File: src/rtl/swtb_pkg.sv
`timescale 1ns / 1ps
// ----------------------------------------------------------------------------
// SPI word transfer bridge package
// Shared constants and types for the mode 3 word transfer bridge.
// ----------------------------------------------------------------------------
package swtb_pkg;

  localparam int unsigned WordBits       = 32;
  localparam int unsigned FifoDepth      = 4;
  localparam logic [7:0]  HalfPeriodRst  = 8'd62;

  typedef struct packed {
    logic clk;
    logic mosi;
    logic done;
  } swtb_pins_t;

  localparam int unsigned PinsBits = $bits(swtb_pins_t);

endpackage

File: src/rtl/swtb_fifo.sv
`timescale 1ns / 1ps
// ----------------------------------------------------------------------------
// SPI word transfer bridge step queue
// Short register queue between the front and back parts.
// ----------------------------------------------------------------------------
module swtb_fifo #(
  parameter int unsigned WIDTH = 8,
  parameter int unsigned DEPTH = swtb_pkg::FifoDepth
) (
  input  logic             clk_i,
  input  logic             rst_ni,
  input  logic             push_i,
  input  logic [WIDTH-1:0] wdata_i,
  output logic             full_o,
  input  logic             pop_i,
  output logic [WIDTH-1:0] rdata_o,
  output logic             valid_o
);

  localparam int unsigned PtrW = (DEPTH > 1) ? $clog2(DEPTH) : 1;
  localparam int unsigned CntW = $clog2(DEPTH + 1);

  logic [WIDTH-1:0] mem_q [DEPTH];
  logic [PtrW-1:0]  wr_ptr_q, wr_ptr_d;
  logic [PtrW-1:0]  rd_ptr_q, rd_ptr_d;
  logic [CntW-1:0]  cnt_q, cnt_d;
  logic             do_push, do_pop;

  assign full_o  = (cnt_q == CntW'(DEPTH));
  assign valid_o = (cnt_q != '0);
  assign rdata_o = mem_q[rd_ptr_q];
  assign do_push = push_i & ~full_o;
  assign do_pop  = pop_i & valid_o;

  always_comb begin
    wr_ptr_d = wr_ptr_q;
    rd_ptr_d = rd_ptr_q;
    cnt_d    = cnt_q;
    if (do_push) begin
      wr_ptr_d = (wr_ptr_q == PtrW'(DEPTH - 1)) ? '0 : wr_ptr_q + PtrW'(1);
    end
    if (do_pop) begin
      rd_ptr_d = (rd_ptr_q == PtrW'(DEPTH - 1)) ? '0 : rd_ptr_q + PtrW'(1);
    end
    case ({do_push, do_pop})
      2'b10:   cnt_d = cnt_q + CntW'(1);
      2'b01:   cnt_d = cnt_q - CntW'(1);
      default: cnt_d = cnt_q;
    endcase
  end

  always_ff @(posedge clk_i or negedge rst_ni) begin
    if (!rst_ni) begin
      wr_ptr_q <= '0;
      rd_ptr_q <= '0;
      cnt_q    <= '0;
    end else begin
      wr_ptr_q <= wr_ptr_d;
      rd_ptr_q <= rd_ptr_d;
      cnt_q    <= cnt_d;
    end
  end

  always_ff @(posedge clk_i) begin
    if (do_push) begin
      mem_q[wr_ptr_q] <= wdata_i;
    end
  end

endmodule

File: src/rtl/swtb_front.sv
`timescale 1ns / 1ps
// ----------------------------------------------------------------------------
// SPI word transfer bridge front
// Collects host bytes, runs the mode 3 bit timing and emits one step record.
// ----------------------------------------------------------------------------
module swtb_front #(
  parameter int unsigned WORD_BITS = swtb_pkg::WordBits
) (
  input  logic                   clk_i,
  input  logic                   rst_ni,
  input  logic                   cfg_we_i,
  input  logic [7:0]             cfg_data_i,
  input  logic                   accept_i,
  input  logic                   op_i,
  input  logic [7:0]             host_byte_i,
  input  logic                   miso_i,
  output swtb_pkg::swtb_pins_t   pins_o,
  output logic [WORD_BITS-1:0]   recv_o
);

  localparam int unsigned WordBytes = (WORD_BITS + 7) / 8;
  localparam int unsigned LaneBits  = WordBytes * 8;
  localparam int unsigned ByteCntW  = $clog2(WordBytes + 1);
  localparam int unsigned BitCntW   = $clog2(WORD_BITS + 1);

  localparam logic [1:0] PhCollect = 2'd0;
  localparam logic [1:0] PhWait    = 2'd1;
  localparam logic [1:0] PhLow     = 2'd2;
  localparam logic [1:0] PhHigh    = 2'd3;

  localparam logic OpHost = 1'b0;

  logic [7:0]           half_period_q;
  logic [1:0]           phase_q, phase_d;
  logic [ByteCntW-1:0]  byte_count_q, byte_count_d;
  logic                 wait_ready_q, wait_ready_d;
  logic [WORD_BITS-1:0] send_word_q, send_word_d;
  logic [WORD_BITS-1:0] recv_word_q, recv_word_d;
  logic [BitCntW-1:0]   bit_count_q, bit_count_d;
  logic [7:0]           tick_count_q, tick_count_d;
  logic                 clk_level_q, clk_level_d;
  logic                 mosi_level_q, mosi_level_d;
  logic                 done;
  logic                 start_low;
  logic [WORD_BITS-1:0] start_src;
  logic [ByteCntW-1:0]  lane_sel;
  logic [LaneBits-1:0]  lane_ins;
  logic [WORD_BITS-1:0] send_or;
  logic                 half_end;

  assign lane_sel = byte_count_q - ByteCntW'(1);
  assign lane_ins = LaneBits'(host_byte_i) << {lane_sel, 3'b000};
  assign send_or  = send_word_q | lane_ins[WORD_BITS-1:0];
  assign half_end = (tick_count_q == half_period_q);

  always_comb begin
    phase_d      = phase_q;
    byte_count_d = byte_count_q;
    wait_ready_d = wait_ready_q;
    send_word_d  = send_word_q;
    recv_word_d  = recv_word_q;
    bit_count_d  = bit_count_q;
    tick_count_d = tick_count_q;
    clk_level_d  = clk_level_q;
    mosi_level_d = mosi_level_q;
    done         = 1'b0;
    start_low    = 1'b0;
    start_src    = send_word_q;
    if (accept_i) begin
      if (op_i == OpHost) begin
        if (phase_q == PhCollect) begin
          if (byte_count_q == '0) begin
            wait_ready_d = ~host_byte_i[0];
            send_word_d  = '0;
            byte_count_d = ByteCntW'(1);
          end else begin
            send_word_d  = send_or;
            byte_count_d = byte_count_q + ByteCntW'(1);
            if (byte_count_q == ByteCntW'(WordBytes)) begin
              byte_count_d = '0;
              recv_word_d  = '0;
              bit_count_d  = '0;
              if (wait_ready_q) begin
                phase_d = PhWait;
              end else begin
                start_low = 1'b1;
                start_src = send_or;
              end
            end
          end
        end
      end else begin
        case (phase_q)
          PhWait: begin
            if (!miso_i) begin
              start_low = 1'b1;
            end
          end
          PhLow: begin
            if (half_end) begin
              clk_level_d  = 1'b1;
              recv_word_d  = {recv_word_q[WORD_BITS-2:0], miso_i};
              tick_count_d = '0;
              phase_d      = PhHigh;
            end else begin
              tick_count_d = tick_count_q + 8'd1;
            end
          end
          PhHigh: begin
            if (half_end) begin
              if (bit_count_q >= BitCntW'(WORD_BITS - 1)) begin
                clk_level_d  = 1'b1;
                mosi_level_d = 1'b1;
                tick_count_d = '0;
                bit_count_d  = '0;
                phase_d      = PhCollect;
                done         = 1'b1;
              end else begin
                bit_count_d = bit_count_q + BitCntW'(1);
                start_low   = 1'b1;
              end
            end else begin
              tick_count_d = tick_count_q + 8'd1;
            end
          end
          default: begin
            phase_d = phase_q;
          end
        endcase
      end
    end
    if (start_low) begin
      clk_level_d  = 1'b0;
      mosi_level_d = start_src[WORD_BITS-1];
      send_word_d  = start_src << 1;
      tick_count_d = '0;
      phase_d      = PhLow;
    end
  end

  assign pins_o.clk  = clk_level_d;
  assign pins_o.mosi = mosi_level_d;
  assign pins_o.done = done;
  assign recv_o      = recv_word_d;

  always_ff @(posedge clk_i or negedge rst_ni) begin
    if (!rst_ni) begin
      half_period_q <= swtb_pkg::HalfPeriodRst;
      phase_q       <= PhCollect;
      byte_count_q  <= '0;
      wait_ready_q  <= 1'b0;
      send_word_q   <= '0;
      recv_word_q   <= '0;
      bit_count_q   <= '0;
      tick_count_q  <= '0;
      clk_level_q   <= 1'b1;
      mosi_level_q  <= 1'b1;
    end else begin
      if (cfg_we_i) begin
        half_period_q <= cfg_data_i;
      end
      phase_q      <= phase_d;
      byte_count_q <= byte_count_d;
      wait_ready_q <= wait_ready_d;
      send_word_q  <= send_word_d;
      recv_word_q  <= recv_word_d;
      bit_count_q  <= bit_count_d;
      tick_count_q <= tick_count_d;
      clk_level_q  <= clk_level_d;
      mosi_level_q <= mosi_level_d;
    end
  end

endmodule

File: src/rtl/swtb_back.sv
`timescale 1ns / 1ps
// ----------------------------------------------------------------------------
// SPI word transfer bridge back
// Expands each step record into a pin result and, at transfer end, reply bytes.
// ----------------------------------------------------------------------------
module swtb_back #(
  parameter int unsigned WORD_BITS = swtb_pkg::WordBits
) (
  input  logic                 clk_i,
  input  logic                 rst_ni,
  input  logic                 rec_valid_i,
  input  swtb_pkg::swtb_pins_t rec_pins_i,
  input  logic [WORD_BITS-1:0] rec_recv_i,
  output logic                 rec_pop_o,
  output logic                 empty,
  input  logic                 pop,
  output logic                 kind_o,
  output logic                 clk_res_o,
  output logic                 mosi_o,
  output logic [7:0]           reply_byte_o,
  output logic                 last_o
);

  localparam int unsigned WordBytes = (WORD_BITS + 7) / 8;
  localparam int unsigned LaneBits  = WordBytes * 8;
  localparam int unsigned ByteCntW  = $clog2(WordBytes + 1);

  localparam logic KindPin   = 1'b0;
  localparam logic KindReply = 1'b1;

  logic                 head_valid_q, head_valid_d;
  logic [ByteCntW-1:0]  head_cnt_q, head_cnt_d;
  swtb_pkg::swtb_pins_t head_pins_q;
  logic [LaneBits-1:0]  head_data_q;
  logic                 item_last, take, finish, load;

  assign item_last = (head_cnt_q == '0) ? ~head_pins_q.done
                                        : (head_cnt_q == ByteCntW'(WordBytes));
  assign take      = head_valid_q & pop;
  assign finish    = take & item_last;
  assign load      = rec_valid_i & (~head_valid_q | finish);
  assign rec_pop_o = load;

  assign empty        = ~head_valid_q;
  assign kind_o       = (head_cnt_q == '0) ? KindPin : KindReply;
  assign clk_res_o    = head_pins_q.clk;
  assign mosi_o       = head_pins_q.mosi;
  assign reply_byte_o = (kind_o == KindReply) ? head_data_q[7:0] : 8'd0;
  assign last_o       = item_last;

  always_comb begin
    head_valid_d = head_valid_q;
    head_cnt_d   = head_cnt_q;
    if (load) begin
      head_valid_d = 1'b1;
      head_cnt_d   = '0;
    end else if (finish) begin
      head_valid_d = 1'b0;
      head_cnt_d   = '0;
    end else if (take) begin
      head_cnt_d = head_cnt_q + ByteCntW'(1);
    end
  end

  always_ff @(posedge clk_i or negedge rst_ni) begin
    if (!rst_ni) begin
      head_valid_q <= 1'b0;
      head_cnt_q   <= '0;
    end else begin
      head_valid_q <= head_valid_d;
      head_cnt_q   <= head_cnt_d;
    end
  end

  always_ff @(posedge clk_i) begin
    if (load) begin
      head_pins_q <= rec_pins_i;
      head_data_q <= LaneBits'(rec_recv_i);
    end else if (take && (head_cnt_q != '0)) begin
      head_data_q <= head_data_q >> 8;
    end
  end

endmodule

File: src/rtl/spi_word_transfer_bridge.sv
`timescale 1ns / 1ps
// ----------------------------------------------------------------------------
// SPI word transfer bridge
// Mode 3 serial master that sends one host word and returns the reply word.
// ----------------------------------------------------------------------------
// Input queue: push with op_i (0 host byte, 1 timer tick), host_byte_i and
// miso_i; the item transfers when push is high and full is low. One item can
// transfer every clock while full is low.
// Result queue: while empty is low the oldest result sits on kind_o,
// clk_res_o, mosi_o, reply_byte_o and last_o; pop takes it. Every item gives
// one pin result; the tick that ends a word adds one reply byte per word byte,
// least significant first.
// The front part handles each item in the cycle it transfers and queues a
// step record (up to FIFO_DEPTH deep); the pin result passes through the
// record queue and the back part's head register before it shows on the
// result ports. The back part hands out one result per pop, so sustained
// throughput is one item per cycle while pop is held high; the tick that ends
// a word holds the result side while its reply bytes are popped.
// When pop stays low the record queue fills and full rises; nothing is lost.
// Configuration: cfg_valid_i with cfg_data_i writes half_period; cfg_ready_o
// is always high. Reset sets half_period to 62, idles both serial lines high
// and empties all queues.
// ----------------------------------------------------------------------------
module spi_word_transfer_bridge #(
  parameter int unsigned WORD_BITS  = swtb_pkg::WordBits,
  parameter int unsigned FIFO_DEPTH = swtb_pkg::FifoDepth
) (
  input  logic       clk_i,
  input  logic       rst_ni,
  input  logic       cfg_valid_i,
  output logic       cfg_ready_o,
  input  logic [7:0] cfg_data_i,
  input  logic       push,
  output logic       full,
  input  logic       op_i,
  input  logic [7:0] host_byte_i,
  input  logic       miso_i,
  output logic       empty,
  input  logic       pop,
  output logic       kind_o,
  output logic       clk_res_o,
  output logic       mosi_o,
  output logic [7:0] reply_byte_o,
  output logic       last_o
);

  localparam int unsigned RecBits = swtb_pkg::PinsBits + WORD_BITS;

  swtb_pkg::swtb_pins_t front_pins, rec_pins;
  logic [WORD_BITS-1:0] front_recv, rec_recv;
  logic [RecBits-1:0]   rec_rdata;
  logic                 accept, rec_valid, rec_pop;

  assign cfg_ready_o = 1'b1;
  assign accept      = push & ~full;

  swtb_front #(
    .WORD_BITS(WORD_BITS)
  ) u_front (
    .clk_i      (clk_i),
    .rst_ni     (rst_ni),
    .cfg_we_i   (cfg_valid_i & cfg_ready_o),
    .cfg_data_i (cfg_data_i),
    .accept_i   (accept),
    .op_i       (op_i),
    .host_byte_i(host_byte_i),
    .miso_i     (miso_i),
    .pins_o     (front_pins),
    .recv_o     (front_recv)
  );

  swtb_fifo #(
    .WIDTH(RecBits),
    .DEPTH(FIFO_DEPTH)
  ) u_fifo (
    .clk_i  (clk_i),
    .rst_ni (rst_ni),
    .push_i (accept),
    .wdata_i({front_pins, front_recv}),
    .full_o (full),
    .pop_i  (rec_pop),
    .rdata_o(rec_rdata),
    .valid_o(rec_valid)
  );

  assign rec_pins = rec_rdata[RecBits-1:WORD_BITS];
  assign rec_recv = rec_rdata[WORD_BITS-1:0];

  swtb_back #(
    .WORD_BITS(WORD_BITS)
  ) u_back (
    .clk_i       (clk_i),
    .rst_ni      (rst_ni),
    .rec_valid_i (rec_valid),
    .rec_pins_i  (rec_pins),
    .rec_recv_i  (rec_recv),
    .rec_pop_o   (rec_pop),
    .empty       (empty),
    .pop         (pop),
    .kind_o      (kind_o),
    .clk_res_o   (clk_res_o),
    .mosi_o      (mosi_o),
    .reply_byte_o(reply_byte_o),
    .last_o      (last_o)
  );

endmodule

File: config.mk
export PLATFORM = sky130hd
export DESIGN_NAME = spi_word_transfer_bridge
export DESIGN_NICKNAME = d
export VERILOG_FILES = /design/src/rtl/swtb_pkg.sv /design/src/rtl/swtb_fifo.sv /design/src/rtl/swtb_front.sv /design/src/rtl/swtb_back.sv /design/src/rtl/spi_word_transfer_bridge.sv
export SDC_FILE = /design/constraint.sdc
export NUM_CORES = 1
export LEC_CHECK = 0
export BUFFER_PORTS_ARGS = -buffer_cell sky130_fd_sc_hd__buf_2
export CORE_MARGIN = 4
export CORE_UTILIZATION = 40
export DETAILED_ROUTE_END_ITERATION = 8
export SLEW_MARGIN = 20
export SYNTH_ARGS = -nofsm -noshare
export SYNTH_HDL_FRONTEND = slang
export SYNTH_SLANG_ARGS = --single-unit
File: constraint.sdc
create_clock -name clk_i -period 2.53 [get_ports clk_i]
set_input_delay 0.1265 -clock clk_i [delete_from_list [all_inputs] [get_ports clk_i]]
set_output_delay 0.1265 -clock clk_i [all_outputs]
set_load 0.03 [all_outputs]
Word level (Yosys, flattened, before mapping)
Memories as Yosys holds them, arrays and structs flattened.
Cells that the tools add are included.

word-level totals
  output and inout port bits = 15
  register bits after elaboration = 140
  memories kept = 1
  RAM bits = 140
  logic and storage cells = 178

memory list
  memory        words  width  rd ports  clocked after Yosys merged registers in  write ports  RTL line         source
  u_fifo.mem_q  4      35     1         0                                        1            swtb_fifo.sv:23  logic [WIDTH-1:0] mem_q [DEPTH];

cells by class
  shift-type cells = 1
  bitwise logic cells = 13
  equal/unequal tests = 21
  $lt $le $gt $ge = 1
  multiplexer cells = 88
  $add $sub $neg = 9
  reductions and logical operators = 25

operators with widths
  cell                 number
  $mux 32              20
  $mux 8               7
  $mux 6               7
  $mux 1               32
  $or 32x32->32        1
  $shl 8x6->32         1
  $mux 2               12
  $reduce_bool 3->1    7
  $pmux 8 s2           1
  $reduce_bool 2->1    8
  $mux 3               5
  $ne 4x2->1 const B   3
  $eq 2x2->1 const B   5
  $add 3x1->3 const B  3
  $eq 3x3->1 const B   3
  $reduce_and 9->1     1
  $add 8x1->8 const B  1
  $eq 8x8->1           1
  $reduce_and 4->1     2
  $add 6x1->6 const B  1
  $and 1x1->1          6
  $ge 6x5->1 const B   1
  $logic_not 3->1      2
  $ne 2x1->1 const B   3
  other kinds (16)     25

Logic depth before layout (Yosys ltp)
  depth in word-level cells = 10
  depth in mapped cells = 13
  depth with buffers taken out = 12

Hierarchy
A second synthesis with hierarchy kept.

unflattened totals
  cell total of the unflattened synthesis = 817
  area, all modules = 12,298.0 µm²

by module, submodules not included
  module                    cells each  times used  area an instance (µm²)
  swtb_fifo                 224         1           5,502.8
  swtb_front                415         1           4,705.8
  swtb_back                 175         1           2,064.5
  spi_word_transfer_bridge  3           1           25.0

Worst setup path after synthesis
OpenSTA, ideal clock, no wires.

  path kind = reg-to-reg
  start = register u_back.head_cnt_q[0]
  end = register u_fifo.cnt_q[2]
  stages on the path, launching flop included = 14
  arrival time = 2.899 ns
  path slack = -0.448 ns
  path through = dfrtp_1 -> inv_1 -> ha_1 -> o21ai_0 -> inv_1 -> nand2_1 -> a21oi_1 -> clkbuf_1 -> ha_1 -> inv_1 -> fa_1 -> xor2_1 -> nor2_1 -> xor2_1

on the way
  word-level cells in the longest chain between the ends = 8
  elaborated cells on any way between the ends = 11
  classes of those cells = eq/ne (3); mux (2); bitwise (4); reduce/logical (2)

ends and longest elaborated chain
  element                                          RTL line                          source
  start: declaration                               swtb_back.sv:32                   logic [ByteCntW-1:0] head_cnt_q, head_cnt_d;
  start signal: assignment                         swtb_back.sv:71                   head_cnt_q <= head_cnt_d;
  $eq 3x3->1 or $logic_not 3->1 (tied branches)    swtb_back.sv:38, swtb_back.sv:37
  $mux 1 (*)                                       swtb_back.sv:37                   assign item_last = (head_cnt_q == '0) ? ~head_pins_q.done
  via last_o                                       spi_word_transfer_bridge.sv:44    output logic last_o
  $and 1x1->1 (*)                                  swtb_back.sv:40                   assign finish = take & item_last;
  $or 1x1->1 (*)                                   swtb_back.sv:41                   assign load = rec_valid_i & (~head_valid_q | finish);
  $and 1x1->1 (*)                                  swtb_back.sv:41
  $and 1x1->1 (*)                                  swtb_fifo.sv:33                   assign do_pop = pop_i & valid_o;
  via u_fifo.do_pop                                swtb_fifo.sv:27                   logic do_push, do_pop;
  $eq 2x1->1 or $eq 2x2->1 (tied branches)         swtb_fifo.sv:45                   case ({do_push, do_pop})
  $pmux 3 s2 or $reduce_bool 2->1 (tied branches)  n/a
  end signal: assignment                           swtb_fifo.sv:60                   cnt_q <= cnt_d;
  end: declaration                                 swtb_fifo.sv:26                   logic [CntW-1:0] cnt_q, cnt_d;

The timed path passes the listed nets; every way through them passes the cells marked *.
A chain may end at the register's enable or synchronous reset.

Final worst setup path
  start = register u_fifo.cnt_q[1]
  end = register u_fifo.cnt_q[2]

on the way
  word-level cells in the longest chain between the ends = 6
  elaborated cells on any way between the ends = 13
  classes of those cells = add/sub (2); eq/ne (3); mux (1); bitwise (5); reduce/logical (2)

ends and longest elaborated chain
  element                                          RTL line                                         source
  $eq 3x3->1                                       swtb_fifo.sv:29                                  assign full_o = (cnt_q == CntW'(DEPTH));
  $not 1->1                                        swtb_fifo.sv:32, spi_word_transfer_bridge.sv:55
  $and 1x1->1                                      spi_word_transfer_bridge.sv:55                   assign accept = push & ~full;
  $and 1x1->1                                      swtb_fifo.sv:32                                  assign do_push = push_i & ~full_o;
  $eq 2x1->1 or $eq 2x2->1 (tied branches)         swtb_fifo.sv:45
  $pmux 3 s2 or $reduce_bool 2->1 (tied branches)  n/a

Several ways; a longest one is shown, not always the timed one.

==> results.sh <==
export IMPL_status="complete, no violations"
export IMPL_start_util=0.4092
export IMPL_dp_slack_ns=0.09756
export IMPL_die_area_sq_mm=0.03151
export IMPL_drt_wl_total_microns=22600
export IMPL_antenna_found_initial=0
export IMPL_synthToLayoutAreaGrowth_pct=18.34
export IMPL_layout_common_cells="edfxtp_1, dfrtp_1, a21oi_1, mux2_2"
export IMPL_maxCapViolations=0
export IMPL_rows=61
export IMPL_ys_types=63
export IMPL_crit_path_max_incr_delay_ns=0.45
export IMPL_clock_latency_ns=0.56
export IMPL_slowest_stage="or3b_4"
export IMPL_ctsLongestPathBuffers=3
export IMPL_synth_edf_count=175
export IMPL_synth_top_cells_by_area="edfxtp_1, dfrtp_1, mux4_2, mux2_2, a21oi_1"
export IMPL_post_cts_buffers=0
export IMPL_wl_per_cell_microns=18.35
export IMPL_endpoint_kind="flop"
export IMPL_boundaryPins=38
export IMPL_cts_tree="built"
export IMPL_hold_slack_ns=0.08813
export IMPL_synth_area_per_cell_sq_um=15.51
export IMPL_cp_top_family="simple AND/OR/NAND/NOR gates"
export IMPL_finClkSkew_ns=0.01829
export IMPL_ys_seq_area_frac=0.6867
export IMPL_total_power_uw=15000
export IMPL_drt_iter0_markers=364
export IMPL_path_buf_inv=2
export IMPL_post_route_period_util=0.9276
export IMPL_vias_per_cell=5.285
export IMPL_ys_async_sr_fraction=0.3750
export IMPL_cp_start_kind="flop"
export IMPL_grt_ovfl_total=0
export IMPL_ys_seq_elements=280
export IMPL_drc=0
export IMPL_cp_depth=9
export IMPL_globalRouteTotalUtil=0.1474
export IMPL_ir_worst_vdd_uv=679.8
export IMPL_pwr_density_cell_mw_per_mm2=1103
export IMPL_worst_slack_ns=0.1831
export IMPL_postSynthCellCount=741
export IMPL_fp_coreArea_sq_mm=0.02809
export IMPL_clock_sinks=280
export IMPL_max_freq_mhz=426.1
export IMPL_drv_slew=0
export IMPL_rr_worst_depth=9
export IMPL_fill_cells=2462
export IMPL_hold_violations=0
export IMPL_drive_gt1_frac=0.2626
export IMPL_synthFlopType="edfxtp_1"
export IMPL_synthesis_nets=778
export IMPL_io_buffers=36
export IMPL_yosysWarnings=0
export IMPL_synth_area_leader_cell="edfxtp_1"
export IMPL_syn_area_sq_mm=0.01149
export IMPL_cts_root_buf="clkbuf_16"
export IMPL_gp_congestion=0.7447
export IMPL_dp_hpwl_microns=13430
export IMPL_hold_path_class="in2async"
export IMPL_die_h_microns=177.5
export IMPL_fin_util=0.4842
export IMPL_ant_nets=0
export IMPL_tightest_slew_ns=0.5292
export IMPL_htree_levels=1
export IMPL_grt_pass1_wl_microns=37220
export IMPL_worstPathRequired_ns=3.01
export IMPL_grt_pass1_vias=6787
export IMPL_slew_headroom=0.6472
export IMPL_path_cells="or3b_4 -> and2_1 -> inv_2 -> ha_1 -> inv_1 -> fa_1 -> xor2_1 -> nor2_1 -> xor2_1"
export IMPL_rsz0062_at_grt="true"
export IMPL_crit_top_cell="xor2_1"
export IMPL_fin_crit_ns=2.347
export IMPL_grt_max_degree=69
export IMPL_crit_type="reg2reg"
export IMPL_vias=6506
export IMPL_dr_pass1_iters=4
export IMPL_die_w_microns=177.5
export IMPL_setup_tns_final_ns=0
export IMPL_final_common_cell="edfxtp_1"
export IMPL_cts_buffers=29
export IMPL_setup_viol=0
export IMPL_leakage_uw=0.005095
export IMPL_finalNetCount=867
export IMPL_clkSlewWorstSetupHoldPaths_ns=0.06
export IMPL_num_antenna_cells=0
export IMPL_synth_top_area_frac=0.4573
export IMPL_crit_fanout=8
export IMPL_worst_ep_arrival_time_ns=2.82
[cells by family after synthesis]
kind of cell / Yosys count / synth area share
AO/OA/AOI/OAI: 178 / 0.09810
adder cells (fa/ha/maj): 14 / 0.01590
multiplexers: 74 / 0.1066
AND/OR/NAND/NOR: 120 / 0.05988
buffers and inverters: 62 / 0.02341
flip-flops: 280 / 0.6867
XOR/XNOR: 12 / 0.009145
other: 1 / 0.0003263
[stage by stage]
step | area, sq um | instances
4_1_cts | 13590 | 1231
6_report | 13600 | 1231
3_3_place_gp | 12420 | 1149
2_1_floorplan | 11520 | 741
5_1_grt | 13600 | 1231
3_5_place_dp | 12420 | 1149
[cells in the mapped netlist, types with 2 or more instances]
master      n
dfrtp_1    98
o21ai_0    23
nand2b_1    2
nor2_2      2
nand2_1    25
o21a_1      2
xor2_1     10
o21ai_1     2
mux4_2     35
or3b_1      2
edfxtp_1  175
o22ai_1    28
mux2_2     37
xnor2_1     2
a41oi_1     2
and2_1     19
nand3b_1    3
nor2_1     15
inv_1      18
ha_1       13
o221ai_1    2
a21oi_1    72
nor3_2      4
a22o_1     32
nand4_1     5
a31oi_1     2
clkbuf_1   16
buf_2      20
and3_1      6
or3_4       2
buf_1       5
and4_1      2
or3_1       7
nor3_1      6
mux2i_1     2
nand3_1    12
dfstp_2     7
[routing by layer]
metal  up-vias  GRT usage  part of all wire
met4         0    0.03158             0.019
li1       3058          -                 -
met2        91     0.2470              0.49
met1      3320     0.2076              0.46
met5         -          0                 0
met3        37    0.02003             0.030
[worst reg2reg max path, cell delays in order (launching register included)]
cell	delay, ns
dfrtp_1	0.41
or3b_4	0.45
and2_1	0.19
inv_2	0.12
ha_1	0.20
inv_1	0.07
fa_1	0.43
xor2_1	0.15
nor2_1	0.11
xor2_1	0.14
[what timing repair did]
item	CTS	global route
setup endpoints to repair	0	5
hold buffers	28	0
endpoints found under the hold margin	85	0
resized for setup	0	2
[path summary, 6_finish.rpt]
kind | slack, ns | from | to
max | 0.18 | u_fifo.cnt_q[1] | u_fifo.cnt_q[2]
min | 0.09 | rst_ni | u_front.send_word_q[11]
max reg2reg | 0.18 | u_fifo.cnt_q[1] | u_fifo.cnt_q[2]
min reg2reg | 0.49 | u_fifo.cnt_q[2] | u_fifo.cnt_q[2]
max in group asynchronous | 1.64 | rst_ni | u_front.clk_level_q
min in group clk_i | 0.17 | push | u_fifo.wr_ptr_q[1]
[final cells by class]
cell class,instances,area [sq um],share of cell area
clock buffer,37,785.8,0.05777
clock inverter,17,105.1,0.007728
inverter,19,71.32,0.005244
multi-input combinational,399,3369,0.2477
sequential,280,7893,0.5803
tap,378,473.0,0.03477
timing repair buffer,101,903.4,0.06642
[registers in the layout (all words and copies together), names as in the netlist, 3 cells and up]
register               count
u_fifo.mem_q             140
u_back.head_data_q        32
u_front.recv_word_q       32
u_front.send_word_q       32
u_front.half_period_q      8
u_front.tick_count_q       8
u_front.bit_count_q        6
u_back.head_cnt_q          3
u_fifo.cnt_q               3
u_front.byte_count_q       3
[report_power, final]
group	switching, uW	internal, uW	total (uW)
logic	2260	1990	4240
registers	535	6280	6810
clock network	1740	2200	3950
Power figures use the tool's default switching activity.
